==> src/design/jsu_pkg.sv <==
`timescale 1ns / 1ps

package jsu_pkg;

    localparam int BUDGET_W    = 24;
    localparam int JOB_BYTES   = 13;
    localparam int CNT_W       = 4;
    localparam int QUEUE_DEPTH = 4;
    localparam int QPTR_W      = 2;
    localparam int QCNT_W      = 3;

    localparam logic [BUDGET_W-1:0] BUDGET_RESET = 24'h010000;

    // characters that the escaper emits
    localparam logic [7:0] CH_QUOTE   = 8'h22;
    localparam logic [7:0] CH_BSLASH  = 8'h5c;
    localparam logic [7:0] CH_LOWER_U = 8'h75;
    localparam logic [7:0] CH_LOWER_B = 8'h62;
    localparam logic [7:0] CH_LOWER_F = 8'h66;
    localparam logic [7:0] CH_LOWER_N = 8'h6e;
    localparam logic [7:0] CH_LOWER_R = 8'h72;
    localparam logic [7:0] CH_LOWER_T = 8'h74;

    // control codes with a short escape
    localparam logic [15:0] CC_BS = 16'h0008;
    localparam logic [15:0] CC_HT = 16'h0009;
    localparam logic [15:0] CC_LF = 16'h000a;
    localparam logic [15:0] CC_FF = 16'h000c;
    localparam logic [15:0] CC_CR = 16'h000d;

    localparam logic [15:0] HIGH_SURR_LO = 16'hd800;
    localparam logic [15:0] HIGH_SURR_HI = 16'hdbff;
    localparam logic [15:0] LOW_SURR_LO  = 16'hdc00;
    localparam logic [15:0] LOW_SURR_HI  = 16'hdfff;
    localparam logic [20:0] SUPP_BASE    = 21'h010000;

    // one queued job: the packed bytes of an item, how many go out, and
    // whether an overflow result follows them
    typedef struct packed {
        logic [JOB_BYTES-1:0][7:0] bytes;
        logic [CNT_W-1:0]          n_bytes;
        logic                      ovf;
    } t_job;

    function automatic logic [7:0] hex_char(input logic [3:0] n);
        return (n < 4'd10) ? (8'h30 + {4'h0, n}) : (8'h57 + {4'h0, n});
    endfunction

    function automatic logic [5:0][7:0] u_escape(input logic [15:0] v);
        logic [5:0][7:0] b;
        b[0] = CH_BSLASH;
        b[1] = CH_LOWER_U;
        b[2] = hex_char(v[15:12]);
        b[3] = hex_char(v[11:8]);
        b[4] = hex_char(v[7:4]);
        b[5] = hex_char(v[3:0]);
        return b;
    endfunction

endpackage

==> src/design/jsu_front.sv <==
`timescale 1ns / 1ps

module jsu_front
    import jsu_pkg::*;
(
    input  logic                i_clk,
    input  logic                i_rst_n,
    input  logic                i_cfg_valid,
    input  logic [BUDGET_W-1:0] i_cfg_data,
    input  logic                i_accept,
    input  logic [15:0]         i_code_unit,
    input  logic                i_wide_chars,
    input  logic                i_carries_unit,
    input  logic                i_first_unit,
    input  logic                i_last_unit,
    input  logic                i_new_document,
    output logic                o_push,
    output t_job                o_job
);

    logic [BUDGET_W-1:0] r_budget;
    logic [BUDGET_W-1:0] r_count, n_count;
    logic                r_stopped, n_stopped;
    logic                r_held_valid, n_held_valid;
    logic [15:0]         r_held, n_held;

    logic                stopped_eff;
    logic [BUDGET_W-1:0] count_eff;
    logic                held_v0;
    logic [15:0]         u;
    logic                is_low, is_high, is_surr;
    logic                pair, flush, hold_new, unit_emit;
    logic [20:0]         cp;
    logic [5:0][7:0]     ub;
    logic [5:0][7:0]     hesc;
    logic [2:0]          uk;
    logic                usplit;
    logic [CNT_W-1:0]    p_held, p_unit, p_close, total;
    logic [BUDGET_W-1:0] room;
    logic [CNT_W-1:0]    room4;
    logic [CNT_W-1:0]    n_emit;
    logic                fail;

    // state as seen by this item after new_document / first_unit clears
    assign stopped_eff = r_stopped & ~i_new_document;
    assign count_eff   = i_new_document ? '0 : r_count;
    assign held_v0     = r_held_valid & ~i_new_document & ~i_first_unit;

    assign u       = i_wide_chars ? i_code_unit : {8'h00, i_code_unit[7:0]};
    assign is_surr = (u >= HIGH_SURR_LO) && (u <= LOW_SURR_HI);
    assign is_high = i_wide_chars && (u >= HIGH_SURR_LO) && (u <= HIGH_SURR_HI);
    assign is_low  = i_wide_chars && (u >= LOW_SURR_LO) && (u <= LOW_SURR_HI);

    assign pair      = i_carries_unit & held_v0 & is_low;
    assign hold_new  = i_carries_unit & ~pair & is_high & ~i_last_unit;
    // a held unit is flushed before another unit, or before the closing quote
    assign flush     = held_v0 & ((i_carries_unit & ~pair) | (~i_carries_unit & i_last_unit));
    assign unit_emit = i_carries_unit & ~hold_new;

    assign cp   = SUPP_BASE + {1'b0, r_held[9:0], u[9:0]};
    assign hesc = u_escape(r_held);

    always_comb begin
        ub     = '0;
        uk     = 3'd0;
        usplit = 1'b0;
        priority if (pair) begin
            ub[0] = {5'b11110, cp[20:18]};
            ub[1] = {2'b10, cp[17:12]};
            ub[2] = {2'b10, cp[11:6]};
            ub[3] = {2'b10, cp[5:0]};
            uk    = 3'd4;
        end else if (is_surr) begin
            ub = u_escape(u);
            uk = 3'd6;
        end else if (u == {8'h00, CH_QUOTE} || u == {8'h00, CH_BSLASH}) begin
            // two separate one-byte chunks
            ub[0]  = CH_BSLASH;
            ub[1]  = u[7:0];
            uk     = 3'd2;
            usplit = 1'b1;
        end else if (u == CC_BS) begin
            ub[0] = CH_BSLASH;
            ub[1] = CH_LOWER_B;
            uk    = 3'd2;
        end else if (u == CC_FF) begin
            ub[0] = CH_BSLASH;
            ub[1] = CH_LOWER_F;
            uk    = 3'd2;
        end else if (u == CC_LF) begin
            ub[0] = CH_BSLASH;
            ub[1] = CH_LOWER_N;
            uk    = 3'd2;
        end else if (u == CC_CR) begin
            ub[0] = CH_BSLASH;
            ub[1] = CH_LOWER_R;
            uk    = 3'd2;
        end else if (u == CC_HT) begin
            ub[0] = CH_BSLASH;
            ub[1] = CH_LOWER_T;
            uk    = 3'd2;
        end else if (u < 16'h0020) begin
            ub = u_escape(u);
            uk = 3'd6;
        end else if (u < 16'h0080) begin
            ub[0] = u[7:0];
            uk    = 3'd1;
        end else if (u < 16'h0800) begin
            ub[0] = {3'b110, u[10:6]};
            ub[1] = {2'b10, u[5:0]};
            uk    = 3'd2;
        end else begin
            ub[0] = {4'b1110, u[15:12]};
            ub[1] = {2'b10, u[11:6]};
            ub[2] = {2'b10, u[5:0]};
            uk    = 3'd3;
        end
    end

    // chunk boundaries in the packed byte list
    assign p_held  = {3'b000, i_first_unit};
    assign p_unit  = p_held + (flush ? 4'd6 : 4'd0);
    assign p_close = p_unit + (unit_emit ? {1'b0, uk} : 4'd0);
    assign total   = p_close + {3'b000, i_last_unit};

    assign room  = (r_budget > count_eff) ? (r_budget - count_eff) : '0;
    assign room4 = (|room[BUDGET_W-1:CNT_W]) ? '1 : room[CNT_W-1:0];
    assign fail  = total > room4;

    // boundaries only grow, so the last one that fits wins
    always_comb begin
        n_emit = '0;
        if (i_first_unit && p_held <= room4) begin
            n_emit = p_held;
        end
        if (flush && p_unit <= room4) begin
            n_emit = p_unit;
        end
        if (unit_emit && usplit && (p_unit + 4'd1) <= room4) begin
            n_emit = p_unit + 4'd1;
        end
        if (unit_emit && p_close <= room4) begin
            n_emit = p_close;
        end
        if (i_last_unit && total <= room4) begin
            n_emit = total;
        end
    end

    always_comb begin
        for (int i = 0; i < JOB_BYTES; i++) begin
            o_job.bytes[i] = '0;
            if (i_first_unit && 4'(i) == 4'd0) begin
                o_job.bytes[i] = CH_QUOTE;
            end else if (flush && 4'(i) >= p_held && 4'(i) < p_unit) begin
                o_job.bytes[i] = hesc[3'(4'(i) - p_held)];
            end else if (unit_emit && 4'(i) >= p_unit && 4'(i) < p_close) begin
                o_job.bytes[i] = ub[3'(4'(i) - p_unit)];
            end else if (i_last_unit && 4'(i) == p_close) begin
                o_job.bytes[i] = CH_QUOTE;
            end
        end
    end

    assign o_job.n_bytes = n_emit;
    assign o_job.ovf     = fail;
    assign o_push        = i_accept & ~stopped_eff & (total != '0);

    always_comb begin
        n_count      = r_count;
        n_stopped    = r_stopped;
        n_held_valid = r_held_valid;
        n_held       = r_held;
        if (i_accept && !stopped_eff) begin
            n_count   = count_eff + {{(BUDGET_W-CNT_W){1'b0}}, n_emit};
            n_stopped = fail;
            if (fail) begin
                n_held_valid = 1'b0;
            end else if (i_carries_unit) begin
                n_held_valid = hold_new;
            end else begin
                n_held_valid = held_v0 & ~i_last_unit;
            end
            if (hold_new) begin
                n_held = u;
            end
        end
    end

    always_ff @(posedge i_clk) begin
        if (!i_rst_n) begin
            r_budget     <= BUDGET_RESET;
            r_count      <= '0;
            r_stopped    <= 1'b0;
            r_held_valid <= 1'b0;
            r_held       <= '0;
        end else begin
            if (i_cfg_valid) begin
                r_budget <= i_cfg_data;
            end
            r_count      <= n_count;
            r_stopped    <= n_stopped;
            r_held_valid <= n_held_valid;
            r_held       <= n_held;
        end
    end

    a_stopped_drops: assert property (@(posedge i_clk) disable iff (!i_rst_n)
        i_accept && r_stopped && !i_new_document |-> !o_push)
        else $error("item produced a job while stopped");

    a_overflow_stops: assert property (@(posedge i_clk) disable iff (!i_rst_n)
        o_push && o_job.ovf |=> r_stopped)
        else $error("overflow did not stop the document");

endmodule

==> src/design/jsu_queue.sv <==
`timescale 1ns / 1ps

module jsu_queue
    import jsu_pkg::*;
(
    input  logic i_clk,
    input  logic i_rst_n,
    input  logic i_push,
    input  t_job i_job,
    input  logic i_pop,
    output t_job o_head,
    output logic o_empty,
    output logic o_full
);

    t_job              r_mem [QUEUE_DEPTH];
    logic [QPTR_W-1:0] r_wr, r_rd;
    logic [QCNT_W-1:0] r_cnt;

    assign o_head  = r_mem[r_rd];
    assign o_empty = (r_cnt == '0);
    assign o_full  = (r_cnt == QCNT_W'(QUEUE_DEPTH));

    always_ff @(posedge i_clk) begin
        if (i_push) begin
            r_mem[r_wr] <= i_job;
        end
    end

    always_ff @(posedge i_clk) begin
        if (!i_rst_n) begin
            r_wr  <= '0;
            r_rd  <= '0;
            r_cnt <= '0;
        end else begin
            if (i_push) begin
                r_wr <= r_wr + 1'b1;
            end
            if (i_pop) begin
                r_rd <= r_rd + 1'b1;
            end
            r_cnt <= r_cnt + QCNT_W'(i_push) - QCNT_W'(i_pop);
        end
    end

    a_no_overrun: assert property (@(posedge i_clk) disable iff (!i_rst_n)
        !(i_push && o_full) && !(i_pop && o_empty))
        else $error("job queue overrun or underrun");

endmodule

==> src/design/jsu_back.sv <==
`timescale 1ns / 1ps

module jsu_back
    import jsu_pkg::*;
(
    input  logic       i_clk,
    input  logic       i_rst_n,
    input  t_job       i_head,
    input  logic       i_empty,
    output logic       o_pop,
    output logic       o_valid,
    input  logic       i_ready,
    output logic [7:0] o_data,
    output logic       o_last,
    output logic       o_ovf
);

    logic [CNT_W-1:0] r_idx;
    logic             r_valid;
    logic [7:0]       r_data;
    logic             r_last;
    logic             r_ovf;

    logic             load;
    logic [CNT_W-1:0] total;
    logic             is_byte;
    logic             at_end;

    assign total   = i_head.n_bytes + {{(CNT_W-1){1'b0}}, i_head.ovf};
    assign is_byte = r_idx < i_head.n_bytes;
    assign at_end  = (r_idx == total - 1'b1);
    assign load    = ~i_empty & (~r_valid | i_ready);
    assign o_pop   = load & at_end;

    always_ff @(posedge i_clk) begin
        if (load) begin
            r_data <= is_byte ? i_head.bytes[r_idx] : 8'h00;
            r_ovf  <= ~is_byte;
            r_last <= at_end;
        end
    end

    always_ff @(posedge i_clk) begin
        if (!i_rst_n) begin
            r_valid <= 1'b0;
            r_idx   <= '0;
        end else begin
            if (load) begin
                r_valid <= 1'b1;
                r_idx   <= at_end ? '0 : r_idx + 1'b1;
            end else if (i_ready) begin
                r_valid <= 1'b0;
            end
        end
    end

    assign o_valid = r_valid;
    assign o_data  = r_data;
    assign o_last  = r_last;
    assign o_ovf   = r_ovf;

    a_ovf_zero_last: assert property (@(posedge i_clk) disable iff (!i_rst_n)
        r_valid && r_ovf |-> r_data == 8'h00 && r_last)
        else $error("overflow result must be last and carry zero");

endmodule

==> src/design/json_string_utf8_escaper_unit.sv <==
`timescale 1ns / 1ps
// path: an item is queued as a job, then its bytes are registered at the output
// throughput: one item per cycle in while the queue is not full; the byte serializer
// sends one result per cycle while m_axis_tready is high, so an item holds the back
// end until its results are sent; a 4-job queue lets the input take items meanwhile
// reset: synchronous active low; budget returns to 65536, count, stop and held
// surrogate clear, queue empties

module json_string_utf8_escaper_unit
    import jsu_pkg::*;
(
    input  logic                i_clk,
    input  logic                i_rst_n,
    input  logic                i_cfg_valid,
    output logic                o_cfg_ready,
    input  logic [BUDGET_W-1:0] i_cfg_data,
    input  logic                s_axis_tvalid,
    output logic                s_axis_tready,
    input  logic [23:0]         s_axis_tdata,  // code_unit, first_unit, new_document, zero pad
    input  logic [1:0]          s_axis_tuser,  // wide_chars, carries_unit
    input  logic                s_axis_tlast,
    output logic                m_axis_tvalid,
    input  logic                m_axis_tready,
    output logic [7:0]          m_axis_tdata,  // out_byte
    output logic                m_axis_tuser,  // overflow
    output logic                m_axis_tlast
);

    logic accept;
    logic push, pop, empty, full;
    t_job job, head;

    assign o_cfg_ready   = 1'b1;
    assign s_axis_tready = ~full;
    assign accept        = s_axis_tvalid & s_axis_tready;

    jsu_front u_front (
        .i_clk          (i_clk),
        .i_rst_n        (i_rst_n),
        .i_cfg_valid    (i_cfg_valid),
        .i_cfg_data     (i_cfg_data),
        .i_accept       (accept),
        .i_code_unit    (s_axis_tdata[15:0]),
        .i_wide_chars   (s_axis_tuser[0]),
        .i_carries_unit (s_axis_tuser[1]),
        .i_first_unit   (s_axis_tdata[16]),
        .i_last_unit    (s_axis_tlast),
        .i_new_document (s_axis_tdata[17]),
        .o_push         (push),
        .o_job          (job)
    );

    jsu_queue u_queue (
        .i_clk   (i_clk),
        .i_rst_n (i_rst_n),
        .i_push  (push),
        .i_job   (job),
        .i_pop   (pop),
        .o_head  (head),
        .o_empty (empty),
        .o_full  (full)
    );

    jsu_back u_back (
        .i_clk   (i_clk),
        .i_rst_n (i_rst_n),
        .i_head  (head),
        .i_empty (empty),
        .o_pop   (pop),
        .o_valid (m_axis_tvalid),
        .i_ready (m_axis_tready),
        .o_data  (m_axis_tdata),
        .o_last  (m_axis_tlast),
        .o_ovf   (m_axis_tuser)
    );

endmodule
==> config.mk <==
export PLATFORM = sky130hd
export DESIGN_NAME = json_string_utf8_escaper_unit
export DESIGN_NICKNAME = d
export VERILOG_FILES = /design/src/design/jsu_pkg.sv /design/src/design/jsu_front.sv /design/src/design/jsu_queue.sv /design/src/design/jsu_back.sv /design/src/design/json_string_utf8_escaper_unit.sv
export SDC_FILE = /design/constraint.sdc
export NUM_CORES = 1
export LEC_CHECK = 0
export ABC_CLOCK_PERIOD_IN_PS = 14550
export BUFFER_PORTS_ARGS = -buffer_cell sky130_fd_sc_hd__buf_2
export CORE_MARGIN = 2
export CORE_UTILIZATION = 65
export DETAILED_ROUTE_END_ITERATION = 16
export PLACE_DENSITY = 0.82
export SLEW_MARGIN = 20
export SYNTH_ARGS = -nofsm -noshare
export SYNTH_HDL_FRONTEND = slang
export SYNTH_HIERARCHICAL = 1
export SYNTH_SLANG_ARGS = --single-unit
==> constraint.sdc <==
create_clock -name i_clk -period 14.55 [get_ports i_clk]
set_input_delay 1.455 -clock i_clk [delete_from_list [all_inputs] [get_ports i_clk]]
set_output_delay 1.455 -clock i_clk [all_outputs]
set_load 0.03 [all_outputs]
==> results of run 1 <==
[logic make-up (layout without fill, tap and decap cells)]
| group | after synthesis | count (layout) | share of synthesized area [%] |
|---|---|---|---|
| other cells | 2 | 3 | 0.0274 |
| flops | 526 | 526 | 54.7 |
| mux | 219 | 219 | 13.8 |
| simple gates | 636 | 636 | 11.5 |
| buf+inv | 190 | 242 | 3.12 |
| fa+ha+maj | 93 | 93 | 4.36 |
| xor+xnor | 54 | 54 | 1.78 |
| compound gates | 446 | 446 | 10.7 |
[worst max-delay path by stage]
stage	from	to	slack, ps	depth (start not counted)
final	s_axis_tuser[0]	u_front/r_count[22]	4920	36
after global routing	s_axis_tuser[0]	u_front/r_count[22]	4330	36
after CTS	s_axis_tuser[0]	u_front/r_count[22]	5180	36
after detailed placement	s_axis_tuser[0]	u_front/r_count[22]	4590	36
after global placement	s_axis_tuser[0]	u_front/r_count[22]	4770	36
after floorplan	s_axis_tuser[0]	u_queue/r_mem[0][0]	6290	20
[Yosys cell counts (41+ instances only)]
cell type and instances:
a21oi_1 120, and2_1 41, clkbuf_1 66, dfxtp_1 80, edfxtp_1 446, ha_1 89, inv_1 67, mux2i_1 83
mux4_2 121, nand2_1 174, nand3_1 45, nor2_1 160, o21ai_0 111
[routing by layer]
| layer | vias to the layer above | global-route usage [%] | part of all wire (%) |
|---|---|---|---|
| met3 | 198 | 6.54 | 10 |
| met4 | 2 | 12.1 | 3.9 |
| met1 | 9187 | 47.2 | 40 |
| li1 | 8251 | - | - |
| met5 | - | 0 | 0.018 |
| met2 | 1144 | 52.3 | 46 |
[area by class of cell]
cell class	count	area share, %
antenna	1	0.00846
clock buffer	54	4.21
clock inverter	37	1.31
inverter	69	0.875
multi-input combinational	1450	39.1
sequential	526	50.7
tap	539	2.28
timing repair buffer	82	1.56
[critical path, delay by kind of cell]
family / cells / cell delay [ps]
AOI/OAI and AO/OA: 10 / 2130
xor gates and xnor gates: 3 / 1080
adders and majority gates: 5 / 1690
buffers and inverters: 9 / 2050
and+or+nand+nor: 9 / 1680
[sequential cells by signal, indices dropped and copies added, names as in the netlist, named ones only]
signal / cells
u_queue/r_cnt: 3
u_back/o_valid: 1
u_back/o_data: 8
u_front/r_held: 16
u_front/r_count: 24
u_queue/r_mem: 436
u_back/o_ovf: 1
u_front/r_stopped: 1
u_front/r_held_valid: 1
u_back/r_idx: 4
u_back/o_last: 1
u_queue/r_rd: 2
u_front/r_budget: 24
u_queue/r_wr: 2
[stage by stage]
step | cell area, um2 | power, W | cells
after global routing | 29600 | 0.00415 | 2757
final | 29600 | 0.00402 | 2758
after CTS | 29600 | 0.00403 | 2757
after global placement | 28000 | 0.00268 | 2666
after floorplan | 27400 | 0.00250 | 2166
after detailed placement | 28000 | 0.00271 | 2666
[power by group]
group	internal, W	switching, W	leakage, nW
Sequential	0.00179	0.0000568	5.21
Combinational	0.000347	0.000510	4.54
Clock	0.000760	0.000555	0.792
Total	0.00290	0.00112	10.5
==> impl_metrics.tcl, run 1 <==
set metrics [dict create \
    ys.flop_type "edfxtp_1" \
    grt_max_degree 75 \
    drive_above_1_share_pct 15.5 \
    seq_area_um2 15000 \
    cts_tree "built" \
    syn_area_um2 27400 \
    ys_ff_latch 526 \
    synth_top_area_share_pct 48.9 \
    drc 0 \
    grt_overflow 0 \
    synth_top_area_cell "edfxtp_1" \
    grt_pass1_vias 18106 \
    setup_viol 0 \
    arrival_ps 10110 \
    synth_area_per_cell_um2 12.6 \
    holdWs_ps 512 \
    cts.repair.resized 0 \
    root_buffer "clkbuf_16" \
    routed_wl_mm 72.4 \
    wl_per_cell_um 26.3 \
    setup_ws_ps 4920 \
    start_util_pct 65.6 \
    clk_path_buf_depth 3 \
    utilization_pct 70.9 \
    slew_headroom_pct 19.1 \
    required_ps 15030 \
    cp_slowest_stage_delay_ps 720 \
    yosysSeqAreaShare_pct 54.7 \
    min_period_ps 9630 \
    fp.dieW_um 209 \
    yosys_warnings 6 \
    worstHoldStart "u_front/r_budget[16]" \
    htreeDepth 2 \
    layout_commonest_cell "edfxtp_1" \
    synthArstFlopShare_pct 0 \
    worst_r2r_path_depth 34 \
    grt_pass1_wl_mm 110 \
    cts_setup_buffers 0 \
    synth_edf_count 446 \
    r2r-end "u_front/r_count[22]" \
    rsz0062_at_grt "no" \
    max_clock_freq_mhz 104 \
    synth_cell_types 102 \
    area_delta_synth_final_pct 8.04 \
    max_cap_viol_count 0 \
    rr_startpoint "u_front/r_count[10]" \
    multi_input_area_um2 11600 \
    end_kind "flop" \
    worst_slew_pin_slew_ps 1200 \
    finalNetCount 2327 \
    cts_hold_buf 0 \
    cts_inserted_buffers 49 \
    synthCells 2166 \
    fin_crit_sh_pct 66.2 \
    die_area_um2 43800 \
    hold_path.class "reg -> reg" \
    ff2ff_setup_slack_ps 6600 \
    die-height_um 209 \
    cts.sinks 526 \
    setup_tns_ps 0 \
    io_buffers 61 \
    dp_hpwl_mm 47.6 \
    status "finished clean" \
    hold_end "u_front/r_budget[16]" \
    firstDrtPassIters 8 \
    antenna_left 0 \
    vias 18782 \
    synthTopCellsByArea "edfxtp_1 (49%), mux4_2 (9.9%), dfxtp_1 (5.8%), ha_1 (4.1%), mux2i_1 (3.0%)" \
    viasPerCell 6.81 \
    maxSlewViolCount 0 \
    clk_latency_ps 590 \
    skew_ps 20.2 \
    p_per_area_nw_per_um2 136 \
    hold_depth 2 \
    cp_max_fo 41 \
    rows 75 \
    p_leak_nw 10.5 \
    finalHoldViolations 0 \
    critPathKind "in -> reg" \
    cp_common_cell "inv_1" \
    path_clk_slew_ps 60 \
    antenna_found_initial 2 \
    gp_congestion 1.01 \
    drt-initial-drc-count 2635 \
    critPathLaunchType "input port" \
    vdd_drop_max_mv 0.0886 \
    syn_nets 2315 \
    post-place-ws_ps 4590 \
    io_pins 69 \
    coreArea_um2 41800 \
    crit_slowest_cell "xnor2_1" \
    grt_usage_pct 33.4 \
    layout_common_cells "edfxtp_1 (446), nand2_1 (174), nor2_1 (159), mux4_2 (121), a21oi_1 (120)" \
    fill_cells 2757 \
]
(Power assumes the default switching activity.)
==> run 2, diff against run 1 <==
--- a/config.mk
+++ b/config.mk
@@ -5,12 +5,12 @@
 export SDC_FILE = /design/constraint.sdc
 export NUM_CORES = 1
 export LEC_CHECK = 0
-export ABC_CLOCK_PERIOD_IN_PS = 14550
+export ABC_CLOCK_PERIOD_IN_PS = 9500
 export BUFFER_PORTS_ARGS = -buffer_cell sky130_fd_sc_hd__buf_2
 export CORE_MARGIN = 2
-export CORE_UTILIZATION = 65
+export CORE_UTILIZATION = 63
 export DETAILED_ROUTE_END_ITERATION = 16
-export PLACE_DENSITY = 0.82
+export PLACE_DENSITY = 0.8
 export SLEW_MARGIN = 20
 export SYNTH_ARGS = -nofsm -noshare
 export SYNTH_HDL_FRONTEND = slang
==> constraint.sdc (replaced) <==
create_clock -name i_clk -period 9.5 [get_ports i_clk]
set_input_delay 0.95 -clock i_clk [delete_from_list [all_inputs] [get_ports i_clk]]
set_output_delay 0.95 -clock i_clk [all_outputs]
set_load 0.03 [all_outputs]
==> run 2 against run 1 <==
Net effect:
- via count up 0.57%
- register-to-register slack got worse by 4800 ps
- flip-flop and latch count stayed put
- highest routed layer unchanged
- combinational power is 54% higher
- clock skew decreased by 2.1 ps
- cell area rose by 0.60%
- worst setup slack worse by 3600 ps
==> impl_metrics.tcl, run 2 (synthesized netlist as in run 1, its figures left out) <==
set metrics [dict create \
    seq_area_um2 15000 \
    dp_hpwl_mm 47.7 \
    maxSlewViolCount 0 \
    worst_slew_pin_slew_ps 1130 \
    wl_per_cell_um 25.6 \
    routed_wl_mm 71.9 \
    hold_path.class "reg -> reg" \
    slew_headroom_pct 24.3 \
    viasPerCell 6.72 \
    cp-endpoint "u_front/r_count[22]" \
    cts_tree "built" \
    setup_ws_ps 1370 \
    p_per_area_nw_per_um2 208 \
    layout_common_cells "edfxtp_1 (446), nand2_1 (174), nor2_1 (159), mux4_2 (121), a21oi_1 (120)" \
    grt_overflow 0 \
    antenna_found_initial 1 \
    firstDrtPassIters 6 \
    vias 18889 \
    grt_pass1_wl_mm 109 \
    required_ps 9980 \
    fin_cells 2810 \
    htreeDepth 2 \
    fp.dieW_um 213 \
    skew_ps 18.2 \
    utilization_pct 69.3 \
    largest_reg_flops 436 \
    root_buffer "clkbuf_16" \
    max_cap_viol_count 0 \
    die-height_um 213 \
    cts_inserted_buffers 50 \
    vdd_drop_max_mv 0.165 \
    fin_crit_sh_pct 85.6 \
    fill_cells 2965 \
    cts_setup_buffers 0 \
    layout_commonest_cell "edfxtp_1" \
    drive_above_1_share_pct 15.8 \
    cp_common_cell "inv_1" \
    cp_max_fo 12 \
    end_kind "flop" \
    total_power_w 0.00620 \
    antennaDiodeCount 0 \
    finalHoldViolations 0 \
    grt_usage_pct 32.3 \
    grt_pass1_vias 18188 \
    critPathKind "in -> reg" \
    finalNetCount 2333 \
    cp_slowest_stage_delay_ps 570 \
    crit_slowest_cell "nor4_1" \
    clk_latency_ps 600 \
    start_util_pct 63.7 \
    dp.cells 2717 \
    rows 76 \
    p_leak_nw 10.6 \
    rr_startpoint "u_front/r_count[10]" \
    drt-initial-drc-count 2577 \
    io_buffers 61 \
    coreArea_um2 43000 \
    path_clk_slew_ps 60 \
    arrival_ps 8610 \
    gp_congestion 0.971 \
    r2r-end "u_front/r_count[22]" \
    clk_path_buf_depth 3 \
    max_clock_freq_mhz 123 \
    io_pins 69 \
    multi_input_area_um2 11600 \
    worst_r2r_path_depth 35 \
    setup_viol 0 \
    grt_max_degree 110 \
    critPathLaunchType "input port" \
    setup_tns_ps 0 \
    min_period_ps 8130 \
    area_delta_synth_final_pct 8.69 \
    drc 0 \
    post-place-ws_ps 965 \
    startpoint "s_axis_tdata[1]" \
    rsz0062_at_grt "no" \
    antenna_left 0 \
    ff2ff_setup_slack_ps 1810 \
    reg.largest.list "u_queue/r_mem: 436 flops, u_front/r_budget: 24 flops, u_front/r_count: 24 flops" \
    die_area_um2 45200 \
    largest_register "u_queue/r_mem" \
    status "finished clean" \
    cts.sinks 526 \
    cts.repair.resized 0 \
    cts_hold_buf 0 \
]
==> run 2: area by class of cell <==
| class | count | area share [%] |
|---|---|---|
| Tap cell | 585 | 2.46 |
| Clock inverter | 37 | 1.25 |
| Sequential cell | 526 | 50.4 |
| Multi-Input combinational cell | 1450 | 38.8 |
| Inverter | 69 | 0.870 |
| Clock buffer | 56 | 4.35 |
| Timing Repair Buffer | 87 | 1.85 |
==> run 2: per-stage QoR <==
stage	hold slack [ps]	instance area [um2]
floorplan	449	27400
global placement	480	28100
detailed placement	491	28100
CTS	509	29800
global route	522	29800
finish	500	29800
==> run 2: worst min path at each step <==
stage               depth (start not counted)  slack [ps]                 start              endpoint
floorplan                                   2         450  u_front/r_budget[16]  u_front/r_budget[16]
global placement                            2         480  u_front/r_budget[16]  u_front/r_budget[16]
detailed placement                          2         490  u_front/r_budget[16]  u_front/r_budget[16]
CTS                                         2         510  u_front/r_budget[16]  u_front/r_budget[16]
global route                                2         520  u_front/r_budget[16]  u_front/r_budget[16]
finish                                      2         500  u_front/r_budget[16]  u_front/r_budget[16]
==> run 2: metal layers <==
metal  wire length (um)  track usage (%)  part of all wire, %  vias up
li1                   -                -                    -     8262
met1              29600             46.4                   41     9367
met2              33200             50.4                   46     1084
met3               6510             5.38                  9.1      174
met4               2560             11.6                  3.6        2
met5                 14                0                0.019        -
==> run 2: report_power, final <==
part / internal, W / total, W / leakage, nW / switching, W
combinational: 0.000540 / 0.00132 / 4.58 / 0.000783
clock: 0.00118 / 0.00205 / 0.819 / 0.000870
sequential: 0.00275 / 0.00283 / 5.21 / 0.0000830
==> run 2: critical path, delay by kind of cell <==
| family | cells | cell delay (ps) |
|---|---|---|
| xor+xnor | 3 | 550 |
| compound gates | 8 | 1490 |
| simple gates | 10 | 2310 |
| buf+inv | 9 | 1480 |
| fa+ha+maj | 6 | 1830 |
